`config.mk`:
```
export PLATFORM = sky130hd
export DESIGN_NAME = cobs_reduced_decoder
export DESIGN_NICKNAME = d
export VERILOG_FILES = /design/src/rtl/cobs_r_pkg.sv /design/src/rtl/cobs_r_front.sv /design/src/rtl/cobs_r_queue.sv /design/src/rtl/cobs_r_back.sv /design/src/rtl/cobs_reduced_decoder.sv
export SDC_FILE = /design/constraint.sdc
export NUM_CORES = 1
export LEC_CHECK = 0
export BUFFER_PORTS_ARGS = -buffer_cell sky130_fd_sc_hd__buf_2
export CORE_ASPECT_RATIO = 0.9
export CORE_MARGIN = 4
export CORE_UTILIZATION = 32
export DETAILED_ROUTE_END_ITERATION = 16
export GPL_ROUTABILITY_DRIVEN = 0
export HOLD_SLACK_MARGIN = 0.15
export MAX_ROUTING_LAYER = met4
export SLEW_MARGIN = 20
export SYNTH_ARGS = -nofsm -noshare
export SYNTH_HDL_FRONTEND = slang
export SYNTH_SLANG_ARGS = --single-unit
export TNS_END_PERCENT = 30
```
`constraint.sdc`:
```
create_clock -name clk -period 3.2 [get_ports clk]
set_clock_uncertainty 0.2 [all_clocks]
set_input_delay 0.16 -clock clk [delete_from_list [all_inputs] [get_ports clk]]
set_output_delay 0.16 -clock clk [all_outputs]
set_load 0.02 [all_outputs]
```
`src/rtl/cobs_r_pkg.sv`:
```
`timescale 1ns / 1ps
`default_nettype none
// ----------------------------------------------------------------------------
// cobs_r_pkg: shared types and constants of the COBS/R stream decoder
// Holds the decoded result format and the queue entry that carries the
// results of one encoded byte from the front end to the output stage.
// ----------------------------------------------------------------------------
package cobs_r_pkg;

    // a code byte that opens a full block, no zero follows it
    localparam logic [7:0] CODE_MAX = 8'hFF;

    // one decoded result as seen on the output port
    typedef struct packed {
        logic [7:0] byte_val;
        logic       byte_valid;
        logic       frame_end;
        logic       decode_error;
    } result_t;

    // results caused by one encoded byte: one or two
    typedef struct packed {
        logic    two;
        result_t first;
        result_t second;
    } entry_t;

    // head of the queue as offered to the output stage
    typedef struct packed {
        logic   avail;
        entry_t entry;
    } q_head_t;

endpackage
`default_nettype wire

```
`src/rtl/cobs_r_front.sv`:
```
`timescale 1ns / 1ps
`default_nettype none
// ----------------------------------------------------------------------------
// cobs_r_front: byte classifier and block state
// Accepts one encoded byte per cycle unless the queue is full, tracks the
// block code and bytes still due, and pushes each byte's one or two results.
// ----------------------------------------------------------------------------
module cobs_r_front
    import cobs_r_pkg::*;
(
    input  wire logic       clk,
    input  wire logic       rst_n,
    input  wire logic       in_valid,
    output logic            in_stall,
    input  wire logic [7:0] in_byte,
    input  wire logic       in_last,
    input  wire logic       q_full,
    output logic            q_push,
    output entry_t          q_entry
);

    logic       expect_code_reg, expect_code_next;
    logic [7:0] block_code_reg, block_code_next;
    logic [7:0] bytes_left_reg, bytes_left_next;
    logic       discarding_reg, discarding_next;

    logic       accept;
    logic       has_result;
    logic [7:0] left_dec;

    assign in_stall = q_full;
    assign accept   = in_valid && !q_full;
    assign left_dec = bytes_left_reg - 8'd1;

    // classify the byte and work out results and next state
    always_comb
    begin
        expect_code_next = expect_code_reg;
        block_code_next  = block_code_reg;
        bytes_left_next  = bytes_left_reg;
        discarding_next  = discarding_reg;
        has_result       = 1'b0;
        q_entry          = '0;
        priority if (discarding_reg)
        begin
            // drop the rest of an aborted frame
            if (in_last)
            begin
                discarding_next  = 1'b0;
                expect_code_next = 1'b1;
                bytes_left_next  = '0;
            end
        end
        else if (in_byte == 8'd0)
        begin
            // zero in the encoded stream aborts the frame
            has_result                   = 1'b1;
            q_entry.first.frame_end      = 1'b1;
            q_entry.first.decode_error   = 1'b1;
            expect_code_next             = 1'b1;
            bytes_left_next              = '0;
            discarding_next              = !in_last;
        end
        else if (expect_code_reg)
        begin
            // code byte opens a new block
            block_code_next = in_byte;
            bytes_left_next = in_byte - 8'd1;
            if (in_last)
            begin
                has_result              = 1'b1;
                q_entry.first.frame_end = 1'b1;
                bytes_left_next         = '0;
                if (in_byte != 8'd1)
                begin
                    q_entry.first.byte_val   = in_byte;
                    q_entry.first.byte_valid = 1'b1;
                end
            end
            else if (in_byte == 8'd1)
            begin
                has_result               = 1'b1;
                q_entry.first.byte_valid = 1'b1;
            end
            else
            begin
                expect_code_next = 1'b0;
            end
        end
        else
        begin
            // data byte inside a block
            has_result               = 1'b1;
            q_entry.first.byte_val   = in_byte;
            q_entry.first.byte_valid = 1'b1;
            bytes_left_next          = left_dec;
            if (in_last)
            begin
                expect_code_next = 1'b1;
                bytes_left_next  = '0;
                if (left_dec != 8'd0)
                begin
                    // short block: code byte stands as the final byte
                    q_entry.two               = 1'b1;
                    q_entry.second.byte_val   = block_code_reg;
                    q_entry.second.byte_valid = 1'b1;
                    q_entry.second.frame_end  = 1'b1;
                end
                else
                begin
                    q_entry.first.frame_end = 1'b1;
                end
            end
            else if (left_dec == 8'd0)
            begin
                expect_code_next = 1'b1;
                if (block_code_reg != CODE_MAX)
                begin
                    q_entry.two               = 1'b1;
                    q_entry.second.byte_valid = 1'b1;
                end
            end
        end
    end

    assign q_push = accept && has_result;

    // block state registers
    always_ff @(posedge clk or negedge rst_n)
    begin
        if (!rst_n)
        begin
            expect_code_reg <= 1'b1;
            block_code_reg  <= '0;
            bytes_left_reg  <= '0;
            discarding_reg  <= 1'b0;
        end
        else if (accept)
        begin
            expect_code_reg <= expect_code_next;
            block_code_reg  <= block_code_next;
            bytes_left_reg  <= bytes_left_next;
            discarding_reg  <= discarding_next;
        end
    end

    // while dropping, the decoder waits for a code byte with nothing due
    a_discard_idle: assert property (@(posedge clk) disable iff (!rst_n)
        discarding_reg |-> (expect_code_reg && bytes_left_reg == 8'd0))
        else $error("discarding with a block still open");

    // inside a block at least one data byte is always still due
    a_block_open: assert property (@(posedge clk) disable iff (!rst_n)
        !expect_code_reg |-> (bytes_left_reg != 8'd0))
        else $error("open block with no bytes left");

endmodule
`default_nettype wire

```
`src/rtl/cobs_r_queue.sv`:
```
`timescale 1ns / 1ps
`default_nettype none
// ----------------------------------------------------------------------------
// cobs_r_queue: result queue between front end and output stage
// Small circular buffer of result entries so that the classifier and the
// output stage stall independently.
// ----------------------------------------------------------------------------
module cobs_r_queue
    import cobs_r_pkg::*;
#(
    parameter int DEPTH = 4
)
(
    input  wire logic   clk,
    input  wire logic   rst_n,
    input  wire logic   push,
    input  wire entry_t push_entry,
    output logic        full,
    input  wire logic   pop,
    output q_head_t     head
);

    localparam int PTR_W = (DEPTH > 1) ? $clog2(DEPTH) : 1;
    localparam int CNT_W = $clog2(DEPTH + 1);

    entry_t             store [DEPTH];
    logic [PTR_W-1:0]   wr_ptr_reg, wr_ptr_next;
    logic [PTR_W-1:0]   rd_ptr_reg, rd_ptr_next;
    logic [CNT_W-1:0]   count_reg, count_next;

    assign full       = (count_reg == CNT_W'(DEPTH));
    assign head.avail = (count_reg != '0);
    assign head.entry = store[rd_ptr_reg];

    // pointer and fill count update
    always_comb
    begin
        wr_ptr_next = wr_ptr_reg;
        rd_ptr_next = rd_ptr_reg;
        count_next  = count_reg;
        if (push)
        begin
            wr_ptr_next = (wr_ptr_reg == PTR_W'(DEPTH - 1)) ? '0 : wr_ptr_reg + 1'b1;
        end
        if (pop)
        begin
            rd_ptr_next = (rd_ptr_reg == PTR_W'(DEPTH - 1)) ? '0 : rd_ptr_reg + 1'b1;
        end
        unique case ({push, pop})
            2'b10:   count_next = count_reg + 1'b1;
            2'b01:   count_next = count_reg - 1'b1;
            default: count_next = count_reg;
        endcase
    end

    always_ff @(posedge clk or negedge rst_n)
    begin
        if (!rst_n)
        begin
            wr_ptr_reg <= '0;
            rd_ptr_reg <= '0;
            count_reg  <= '0;
        end
        else
        begin
            wr_ptr_reg <= wr_ptr_next;
            rd_ptr_reg <= rd_ptr_next;
            count_reg  <= count_next;
        end
    end

    // entry storage
    always_ff @(posedge clk)
    begin
        if (push)
        begin
            store[wr_ptr_reg] <= push_entry;
        end
    end

    // no push into a full queue, no pop from an empty one
    a_no_overrun: assert property (@(posedge clk) disable iff (!rst_n)
        !(push && full) && !(pop && !head.avail))
        else $error("queue overrun or underrun");

endmodule
`default_nettype wire

```
`src/rtl/cobs_r_back.sv`:
```
`timescale 1ns / 1ps
`default_nettype none
// ----------------------------------------------------------------------------
// cobs_r_back: output stage
// Takes queue entries apart into single results and holds each one in the
// output register until the downstream side takes it.
// ----------------------------------------------------------------------------
module cobs_r_back
    import cobs_r_pkg::*;
(
    input  wire logic    clk,
    input  wire logic    rst_n,
    input  wire q_head_t head,
    output logic         pop,
    output logic         out_valid,
    input  wire logic    out_stall,
    output result_t      out_res
);

    logic    out_valid_reg, out_valid_next;
    result_t out_res_reg, out_res_next;
    logic    sel_reg, sel_next;
    logic    load;

    assign load = !out_valid_reg || !out_stall;

    // pick the next result from the queue head
    always_comb
    begin
        out_valid_next = out_valid_reg;
        out_res_next   = out_res_reg;
        sel_next       = sel_reg;
        pop            = 1'b0;
        if (load)
        begin
            out_valid_next = head.avail;
            out_res_next   = sel_reg ? head.entry.second : head.entry.first;
            if (head.avail)
            begin
                pop      = sel_reg || !head.entry.two;
                sel_next = !sel_reg && head.entry.two;
            end
        end
    end

    always_ff @(posedge clk or negedge rst_n)
    begin
        if (!rst_n)
        begin
            out_valid_reg <= 1'b0;
            sel_reg       <= 1'b0;
        end
        else
        begin
            out_valid_reg <= out_valid_next;
            sel_reg       <= sel_next;
        end
    end

    // result payload
    always_ff @(posedge clk)
    begin
        out_res_reg <= out_res_next;
    end

    assign out_valid = out_valid_reg;
    assign out_res   = out_res_reg;

    // halfway through an entry, that entry must still sit at the head
    a_second_pending: assert property (@(posedge clk) disable iff (!rst_n)
        sel_reg |-> (head.avail && head.entry.two))
        else $error("second result lost from queue head");

endmodule
`default_nettype wire

```
`src/rtl/cobs_reduced_decoder.sv`:
```
`timescale 1ns / 1ps
`default_nettype none
// ----------------------------------------------------------------------------
// cobs_reduced_decoder: streaming COBS/R frame decoder
// One encoded byte per request in, one decoded result per request out.
// ----------------------------------------------------------------------------
// The decoder takes one encoded byte every cycle while its result queue has
// room (QUEUE_DEPTH entries) and delivers one decoded result every cycle the
// output is not stalled. A byte yields zero, one or two results; a byte that
// yields two occupies the output register for both results in turn, which
// sets the output rate. The classifier writes an accepted byte's results
// into the queue, and the output register loads the first of them from the
// queue head once it is empty or being taken. A zero byte in the encoded
// stream closes the output frame with decode_error set and the rest of that
// input frame is dropped.
// ----------------------------------------------------------------------------
module cobs_reduced_decoder
    import cobs_r_pkg::*;
#(
    parameter int QUEUE_DEPTH = 4
)
(
    input  wire logic       clk,
    input  wire logic       rst_n,
    input  wire logic       in_valid,
    output logic            in_stall,
    input  wire logic [7:0] in_byte,
    input  wire logic       in_last,
    output logic            out_valid,
    input  wire logic       out_stall,
    output logic [7:0]      out_byte,
    output logic            byte_valid,
    output logic            frame_end,
    output logic            decode_error
);

    logic    q_full;
    logic    q_push;
    logic    q_pop;
    entry_t  q_entry;
    q_head_t q_head;
    result_t out_res;

    // classifier and block state
    cobs_r_front u_front (
        .clk      (clk),
        .rst_n    (rst_n),
        .in_valid (in_valid),
        .in_stall (in_stall),
        .in_byte  (in_byte),
        .in_last  (in_last),
        .q_full   (q_full),
        .q_push   (q_push),
        .q_entry  (q_entry)
    );

    // decoupling queue
    cobs_r_queue #(
        .DEPTH (QUEUE_DEPTH)
    ) u_queue (
        .clk        (clk),
        .rst_n      (rst_n),
        .push       (q_push),
        .push_entry (q_entry),
        .full       (q_full),
        .pop        (q_pop),
        .head       (q_head)
    );

    // output register
    cobs_r_back u_back (
        .clk       (clk),
        .rst_n     (rst_n),
        .head      (q_head),
        .pop       (q_pop),
        .out_valid (out_valid),
        .out_stall (out_stall),
        .out_res   (out_res)
    );

    assign out_byte     = out_res.byte_val;
    assign byte_valid   = out_res.byte_valid;
    assign frame_end    = out_res.frame_end;
    assign decode_error = out_res.decode_error;

endmodule
`default_nettype wire

```
* After elaboration in Yosys (flattened, before gate mapping)
Memories as Yosys holds them, arrays and structs flattened. Index checks and enable logic that the tools add are counted.
Operators by class: reduce and logical (&&, ||, !) cells 19, multiplexer cells 50, bitwise operators 2, add/subtract/negate cells 6, equal/unequal tests 9
Operator list (number):
- $mux W8 | 8
- $mux W10 | 5
- $mux W1 | 31
- $mux W22 | 1
- $logic_not A8 Y1 | 2
- $sub A8 B1 Y8 const B | 2
- $mux W11 | 1
- $mux W9 | 1
- $eq A8 B1 Y1 const B | 1
- $ne A8 B1 Y1 const B | 1
- $ne A8 B8 Y1 const B | 1
- $reduce_bool A8 Y1 | 1
- $eq A2 B2 Y1 const B | 3
- $logic_not A1 Y1 | 6
- $pmux W3 S2 | 1
- $add A2 B1 Y2 const B | 2
- $mux W2 | 2
- $reduce_and A2 Y1 | 2
- $reduce_and A4 Y1 | 1
- $add A3 B1 Y3 const B | 1
- $eq A3 B3 Y1 const B | 1
- $logic_and A1 B1 Y1 | 3
- $reduce_bool A3 Y1 | 1
- $sub A3 B1 Y3 const B | 1
- 5 further kinds | 7
Word-level totals: memory bits (writable) 88, flip-flop bits (word level) 38, input bits 13, word-level logic and storage cells 100, memories 1
Memories:
- u_queue.store | depth 4, bits a word 22, read ports 1, clocked after Yosys merged registers in 0, write ports 1, RTL line cobs_r_queue.sv:26 | entry_t store [DEPTH];

* Logic depth before layout (Yosys ltp)
Gate-level depths: netlist of the first run.
depth in word-level cells 9, depth in mapped cells 12

* By module
A second synthesis of the first run with hierarchy kept.
Unflattened totals: cells, all modules 345, area, all modules 5779.3 µm²
Modules (own cells, without submodules):
- cobs_r_queue | instances 1, area an instance 3773.6 µm², sequential area each 2937.8 µm², cells each 156
- cobs_r_front | instances 1, area an instance 1415.1 µm², sequential area each 451.7 µm², cells each 158
- cobs_r_back | instances 1, area an instance 590.6 µm², sequential area each 380.4 µm², cells each 31

* Worst setup path before layout of the first run
Ideal clock, no wire load.
path kind reg-to-reg, start point register u_queue.count_reg[0], end point register u_queue.count_reg[2], setup slack 0.367 ns, cell stages (with the launch flop) 11, arrival time 2.554 ns, buffers on the path 0, cells stage by stage dfrtp_1 > nor3b_1 > nand2b_1 > a311oi_2 > inv_2 > ha_1 > inv_1 > fa_1 > xor2_1 > nor2_1 > xor2_1
Between the ends: cells in the longest elaborated chain, start to end 6
RTL lines:
- start, declared | RTL line cobs_r_queue.sv:29 | logic [CNT_W-1:0] count_reg, count_next;
- start signal, assigned | RTL line cobs_r_queue.sv:68 | count_reg <= count_next;
- $eq A3 B3 Y1 (*) | RTL line cobs_r_queue.sv:31 | assign full = (count_reg == CNT_W'(DEPTH));
- via in_stall | RTL line cobs_reduced_decoder.sv:26 | output logic in_stall,
- $logic_not A1 Y1 (*) | RTL line cobs_r_front.sv:32 | assign accept = in_valid && !q_full;
- $logic_and A1 B1 Y1 (*) | RTL line cobs_r_front.sv:32
- $logic_and A1 B1 Y1 (*) | RTL line cobs_r_front.sv:126 | assign q_push = accept && has_result;
- $eq A2 B1 Y1 / $eq A2 B2 Y1 (equally long branches) | RTL line cobs_r_queue.sv:49 | unique case ({push, pop})
- $pmux W3 S2 / $reduce_bool A2 Y1 (equally long branches)
The timed path passes the listed nets; every way through them passes the cells marked *. A chain may end at the register's enable or synchronous reset.

* Worst setup path after layout of the first run
start point input in_byte[2], end point register u_queue.count_reg[2]
Between the ends: cells in the longest elaborated chain, start to end 9
RTL lines:
- start, declared | RTL line cobs_reduced_decoder.sv:27 | input wire logic [7:0] in_byte,
- $eq A8 B1 Y1 | RTL line cobs_r_front.sv:80 | else if (in_byte == 8'd1)
- $mux W1 | RTL line cobs_r_front.sv:80
- $mux W1 | RTL line cobs_r_front.sv:69 | if (in_last)
- $mux W1 | RTL line cobs_r_front.sv:64 | else if (expect_code_reg)
- $mux W1 (*) | RTL line cobs_r_front.sv:54 | else if (in_byte == 8'd0)
- $mux W1 (*) | RTL line cobs_r_front.sv:44 | priority if (discarding_reg)
- $logic_and A1 B1 Y1 (*) | RTL line cobs_r_front.sv:126
- $eq A2 B1 Y1 / $eq A2 B2 Y1 (equally long branches) | RTL line cobs_r_queue.sv:49
- $pmux W3 S2 / $reduce_bool A2 Y1 (equally long branches)
Every way passes the cells marked *; elsewhere a longest branch is shown, timed or not.

==> results.yml, run 1 <==
status:
  status: "finished, final reports clean"
setup_path:
  cp_top_family: "buffers and inverters"
  timing.rr.end: "u_queue.store[0][1]"
  rrSetupSlack_ns: 0.52
  rr_worst_depth: 7
  max_stage_delay_ns: 0.53
  endpoint_kind: "flip-flop"
  crit_path_cell_trace: "dlygate4sd3_1, buf_2, nor4_4, nand3_1, ha_1, a311oi_2, inv_2, ha_1, inv_1, fa_1, xor2_1, nor2_1, xor2_1"
  slowest_stage: "dlygate4sd3_1"
  timing.rr.start: "u_front.bytes_left_reg[0]"
  critPathLaunchType: "input port"
  arrival_ns: 2.92
  crit_required_ns: 3.29
  path_max_fanout: 7
  critPathKind: "input port to flip-flop"
  worst-path-buf-inv: 4
yosys:
  synth_top_area_share_pct: 52.9
  synth-seq-area-share_pct: 65.4
  syn_nets: 381
  synthTopCellsByArea: "edfxtp_1 (53%), dfrtp_1 (12%), mux4_2 (8.8%)"
  synth_cells: 355
  yosys.area.top_type: "edfxtp_1"
  synth_top_flop_cell: "edfxtp_1"
  syn_area_um2: 5390
  synth-async-reset-ratio_pct: 22.1
  synth_area_per_cell_um2: 15.2
  yosys_warnings: 0
  synth_edf_count: 95
  ys_ff_latch: 122
  synthDistinctLibCells: 59
die:
  die_area_um2: 19000
  die_w_um: 145
  dieHeight_um: 131
  rows: 44
  coreArea_um2: 16400
  ios: 26
  start_util_pct: 33.0
place:
  io_buffers: 25
  pre_cts_ws_ns: 0.499
  hpwl_um: 6990
worst_hold_path:
  hold_depth: 4
  whs_endpoint: "u_front.block_code_reg[2]"
  holdCritPathClass: "input port to flip-flop"
  min-delay-start: "in_valid"
routing:
  ant_nets: 0
  wl_per_cell_um: 17.3
  wl_um: 10900
  post-route-drc-count: 0
  drt_iter0_drc: 263
  routed-via-count: 3144
  first_pass_iters: 5
  vias_per_cell: 4.97
cts:
  cts_resized: 0
  clock_latency_ns: 0.40
  ctsHtreeMaxLevel: 4
  post_cts_buffers: 0
  root_buffer: "clkbuf_16"
  cts_buffer_depth: 2
  cts_buffers: 17
  clock-sinks: 122
  tritoncts: "built"
  clkTransAtPathRegs_ns: 0.05
sta:
  worstMarginPinSlew_ns: 0.633
  hold_viol_final: 0
  setup_violations: 0
  max_slew_margin_pct: 57.6
  fin_crit_ns: 2.83
  tns_ns: 0
  period_share_pct: 88.4
  rsz0062_at_grt: "false"
  slew_viol_final: 0
  finalWorstSetupSlack_ns: 0.372
  fmax_mhz: 354
  hold_ws_ns: 0.231
cells_and_area:
  layout_commonest_cell: "edfxtp_1"
  final_util_pct: 40.4
  drive_above_1_share_pct: 24.5
  largest_reg_flops: 84
  synthToLayoutAreaGrowth_pct: 22.6
  n_antenna_cell: 0
  final_cell_mix: "edfxtp_1 (95), nand2_1 (48), dfrtp_1 (26)"
  finalNetCount: 439
  nFillCells: 1469
power:
  ir_drop_uv: 513
  power.total_uw: 6530
  p_leak_uw: 0.00249
  powerDensity_nw_per_um2: 988
global_route:
  antenna_found_initial: 0
  track_usage_pct: 12.7
  grt_max_degree: 27
  overflow: 0
  grt_pass1_wl_um: 17800
  grt_pass1_vias: 3319
run:
  maxCapViolations: 0
[report_power, final]
group	leakage [µW]	internal (µW)	switching (µW)	total (µW)
clock network	0.000316	1380	689	2070
registers	0.00121	2280	252	2530
logic	0.000968	853	1070	1930
[cell usage after synthesis (2+ instances only)]
cell type,instances
edfxtp_1,95
nand2_1,48
dfrtp_1,26
mux4_2,21
inv_1,13
and2_1,12
ha_1,12
nor2_1,12
and3_1,9
mux2_1,9
clkbuf_1,7
nor3_1,5
nor4_1,5
o21ai_1,5
xnor2_1,5
a21oi_1,4
o31ai_1,4
xor2_1,4
buf_2,3
nand3_1,3
nand4_1,3
o21ai_0,3
a211o_1,2
a21o_1,2
a22o_1,2
buf_6,2
inv_2,2
mux2i_1,2
nand2b_1,2
nor3b_1,2
nor4_4,2
or4_1,2
[per-stage QoR]
stage / cell area (µm²) / instances
CTS: 6610 / 632
floorplan: 5390 / 355
detailed placement: 5790 / 584
global placement: 5790 / 584
global route: 6610 / 632
finish: 6610 / 632
[per-layer routing]
metal | GRT usage (%) | up-vias | part of all wire [%]
li1 | - | 1464 | -
met1 | 16.7 | 1604 | 44
met2 | 19.3 | 70 | 50
met3 | 3.74 | 6 | 5.4
met4 | 3.47 | 0 | 0.52
met5 | - | - | 0
[kinds of logic after synthesis]
kind of cell             Yosys count  share of synthesized area [%]
flip-flops                       122                           65.4
AND/OR/NAND/NOR                  115                           11.7
AO/OA/AOI/OAI                     34                           4.64
multiplexers                      33                           11.2
buffers and inverters             29                           2.39
adder cells (fa/ha/maj)           13                           3.15
XOR/XNOR                           9                           1.46
[worst max-delay path by stage]
stage | cells past startpoint | start | slack (ns) | to
2_1_floorplan | 10 | u_queue.count_reg[0] | 0.37 | u_queue.count_reg[2]
3_3_place_gp | 12 | in_byte[2] | 0.59 | u_queue.count_reg[2]
3_5_place_dp | 12 | in_byte[2] | 0.50 | u_queue.count_reg[2]
4_1_cts | 9 | in_byte[2] | 0.36 | u_queue.store[2][11]
5_1_grt | 9 | in_byte[2] | 0.21 | u_queue.store[2][13]
6_report | 13 | in_byte[2] | 0.37 | u_queue.count_reg[2]
[timing repair]
| item | 4_1_cts | 5_1_grt |
|---|---|---|
| endpoints found under the hold margin | 79 | 0 |
| setup endpoints to repair | 0 | 0 |
| hold buffers | 17 | 0 |
[worst register-to-register path: stages (launching register included)]
cell and delay [ns]:
dfrtp_1 0.43, inv_1 0.10, ha_1 0.22, or3b_4 0.42
o31ai_1 0.35, nand3_2 0.18, and3_4 0.27, o21bai_1 0.23
[layout make-up]
| type | instances | area, µm² | share of cell area (%) |
|---|---|---|---|
| multi-input combinational | 204 | 1740 | 26.2 |
| clock inverter | 14 | 220 | 3.33 |
| tap | 207 | 259 | 3.92 |
| inverter | 16 | 61.3 | 0.927 |
| timing repair buffer | 52 | 380 | 5.75 |
| sequential | 122 | 3530 | 53.4 |
| clock buffer | 17 | 425 | 6.43 |
No activity file was read; power rests on OpenSTA's default activity.
==> run 2: changes to the inputs <==
- BUFFER_PORTS_ARGS: -buffer_cell sky130_fd_sc_hd__buf_2 -> not set
- DONT_BUFFER_PORTS: not set -> 1
==> run 2 against run 1 <==
  * Critical path type unchanged
  * Via count down 2.4%
  * Critical endpoint is now u_front.block_code_reg[1]
  * Largest power group unchanged
  * Worst setup slack worse by 0.18 ns
  * Routed wire length up 3.2%
  * Combinational power down 7%
  * Critical path depth down 5
  * Highest routed layer unchanged
  * Register-to-register slack worse by 0.20 ns
==> results.yml, run 2 (synthesis results as in run 1) <==
status:
  status: "finished, final reports clean"
global_route:
  grt_max_degree: 27
  grt_pass1_vias: 3294
  antenna_found_initial: 4
  track_usage_pct: 13.1
  grt_pass1_wl_um: 18000
  overflow: 0
sta:
  tns_ns: 0
  slew_viol_final: 0
  finalWorstSetupSlack_ns: 0.189
  fmax_mhz: 332
  hold_viol_final: 0
  fin_crit_ns: 3.01
  rsz0062_at_grt: "false"
  max_slew_margin_pct: 54.6
  setup_violations: 0
  worstMarginPinSlew_ns: 0.678
  period_share_pct: 94.1
die:
  rows: 44
  start_util_pct: 33.0
  die_w_um: 145
  coreArea_um2: 16400
  die_area_um2: 19000
  ios: 26
  dieHeight_um: 131
cts:
  cts_buffers: 17
  tritoncts: "built"
  clock-sinks: 122
  clkTransAtPathRegs_ns: 0.05
  clock_latency_ns: 0.41
  ctsHtreeMaxLevel: 4
  root_buffer: "clkbuf_16"
  cts_buffer_depth: 2
  cts_resized: 0
place:
  pre_cts_ws_ns: 0.526
  dpl_cell_area_um2: 5650
  hpwl_um: 6900
  place_inst: 558
  io_buffers: 0
power:
  p_leak_uw: 0.00241
  power.total_uw: 6360
  powerDensity_nw_per_um2: 973
  ir_drop_uv: 502
routing:
  ant_nets: 0
  first_pass_iters: 5
  routed-via-count: 3067
  wl_um: 11300
  wl_per_cell_um: 18.2
  vias_per_cell: 4.95
  drt_iter0_drc: 165
  post-route-drc-count: 0
run:
  maxCapViolations: 0
setup_path:
  critPathLaunchType: "input port"
  critPathKind: "input port to flip-flop"
  rr_worst_depth: 4
  crit_required_ns: 3.28
  path_max_fanout: 8
  endpoint_kind: "flip-flop"
  arrival_ns: 3.10
worst_hold_path:
  holdCritPathClass: "input port to flip-flop"
  hold_depth: 2
cells_and_area:
  final_cell_mix: "edfxtp_1 (95), nand2_1 (48), dfrtp_1 (26)"
  instances_no_fill: 620
  largest_reg_flops: 84
  finalNetCount: 422
  drive_above_1_share_pct: 19.1
  final_area_um2: 6540
  synthToLayoutAreaGrowth_pct: 21.2
  layout_commonest_cell: "edfxtp_1"
## run 2: cell types whose count changed in the layout (fill, tap and decap cells not counted), sizes merged
cell	before	now
clkinvlp	0	2
diode	0	4
buf	36	11
inv	18	15
bufinv	5	3
clkbuf	17	21
dlygate4sd3	16	24
## run 2: final timing paths
path,endpoint,start,slack [ns]
min in group asynchronous,u_front.discarding_reg,rst_n,0.63
worst min-delay path,u_back.out_valid,out_stall,0.11
worst min register to register,u_queue.count_reg[2],u_queue.count_reg[2],0.30
worst max-delay path,u_front.block_code_reg[1],in_byte[1],0.19
max in group asynchronous,u_front.block_code_reg[6],rst_n,2.01
worst max register to register,u_front.block_code_reg[1],u_front.expect_code_reg,0.32
## run 2: what timing repair did
action / CTS / global route
hold buffers: 26 / 0
endpoints found under the hold margin: 133 / 0
buffers inserted: 0 / 0
endpoints found under the setup margin: 0 / 0
## run 2: stage by stage
step	utilization, %	hold WS (ns)
floorplan	-	-0.336
global placement	34.6	-0.335
detailed placement	34.6	-0.335
CTS	39.9	0.191
global route	40.0	0.219
finish	40.0	0.112
## run 2: metal layers
metal,global-route usage [%],share of wire [%],vias up
met5,-,0,-
met4,5.03,1.3,0
met3,5.12,5.8,13
met2,19.1,48,70
met1,16.5,45,1546
li1,-,-,1438
## run 2: worst max-delay path: stages
cell	delay, ns
dlygate4sd3_1	0.69
inv_1	0.13
ha_1	0.23
nand3_1	0.20
nand2_1	0.16
nor3_2	0.58
mux2_1	0.38
dlygate4sd3_1	0.56
## run 2: power by group
part           internal (µW)  switching [µW]
Sequential              2290             374
Combinational            859             939
Clock                   1240             661
## run 2: area by class of cell
type | instances | area, µm²
repair buffers | 35 | 348
well taps | 207 | 259
flip-flops and latches | 122 | 3530
multi-input cells | 204 | 1740
fillers | 1465 | 9810
clock buffers | 21 | 450
clock inverters | 11 | 146
diodes | 4 | 10.0
inverters | 16 | 61.3
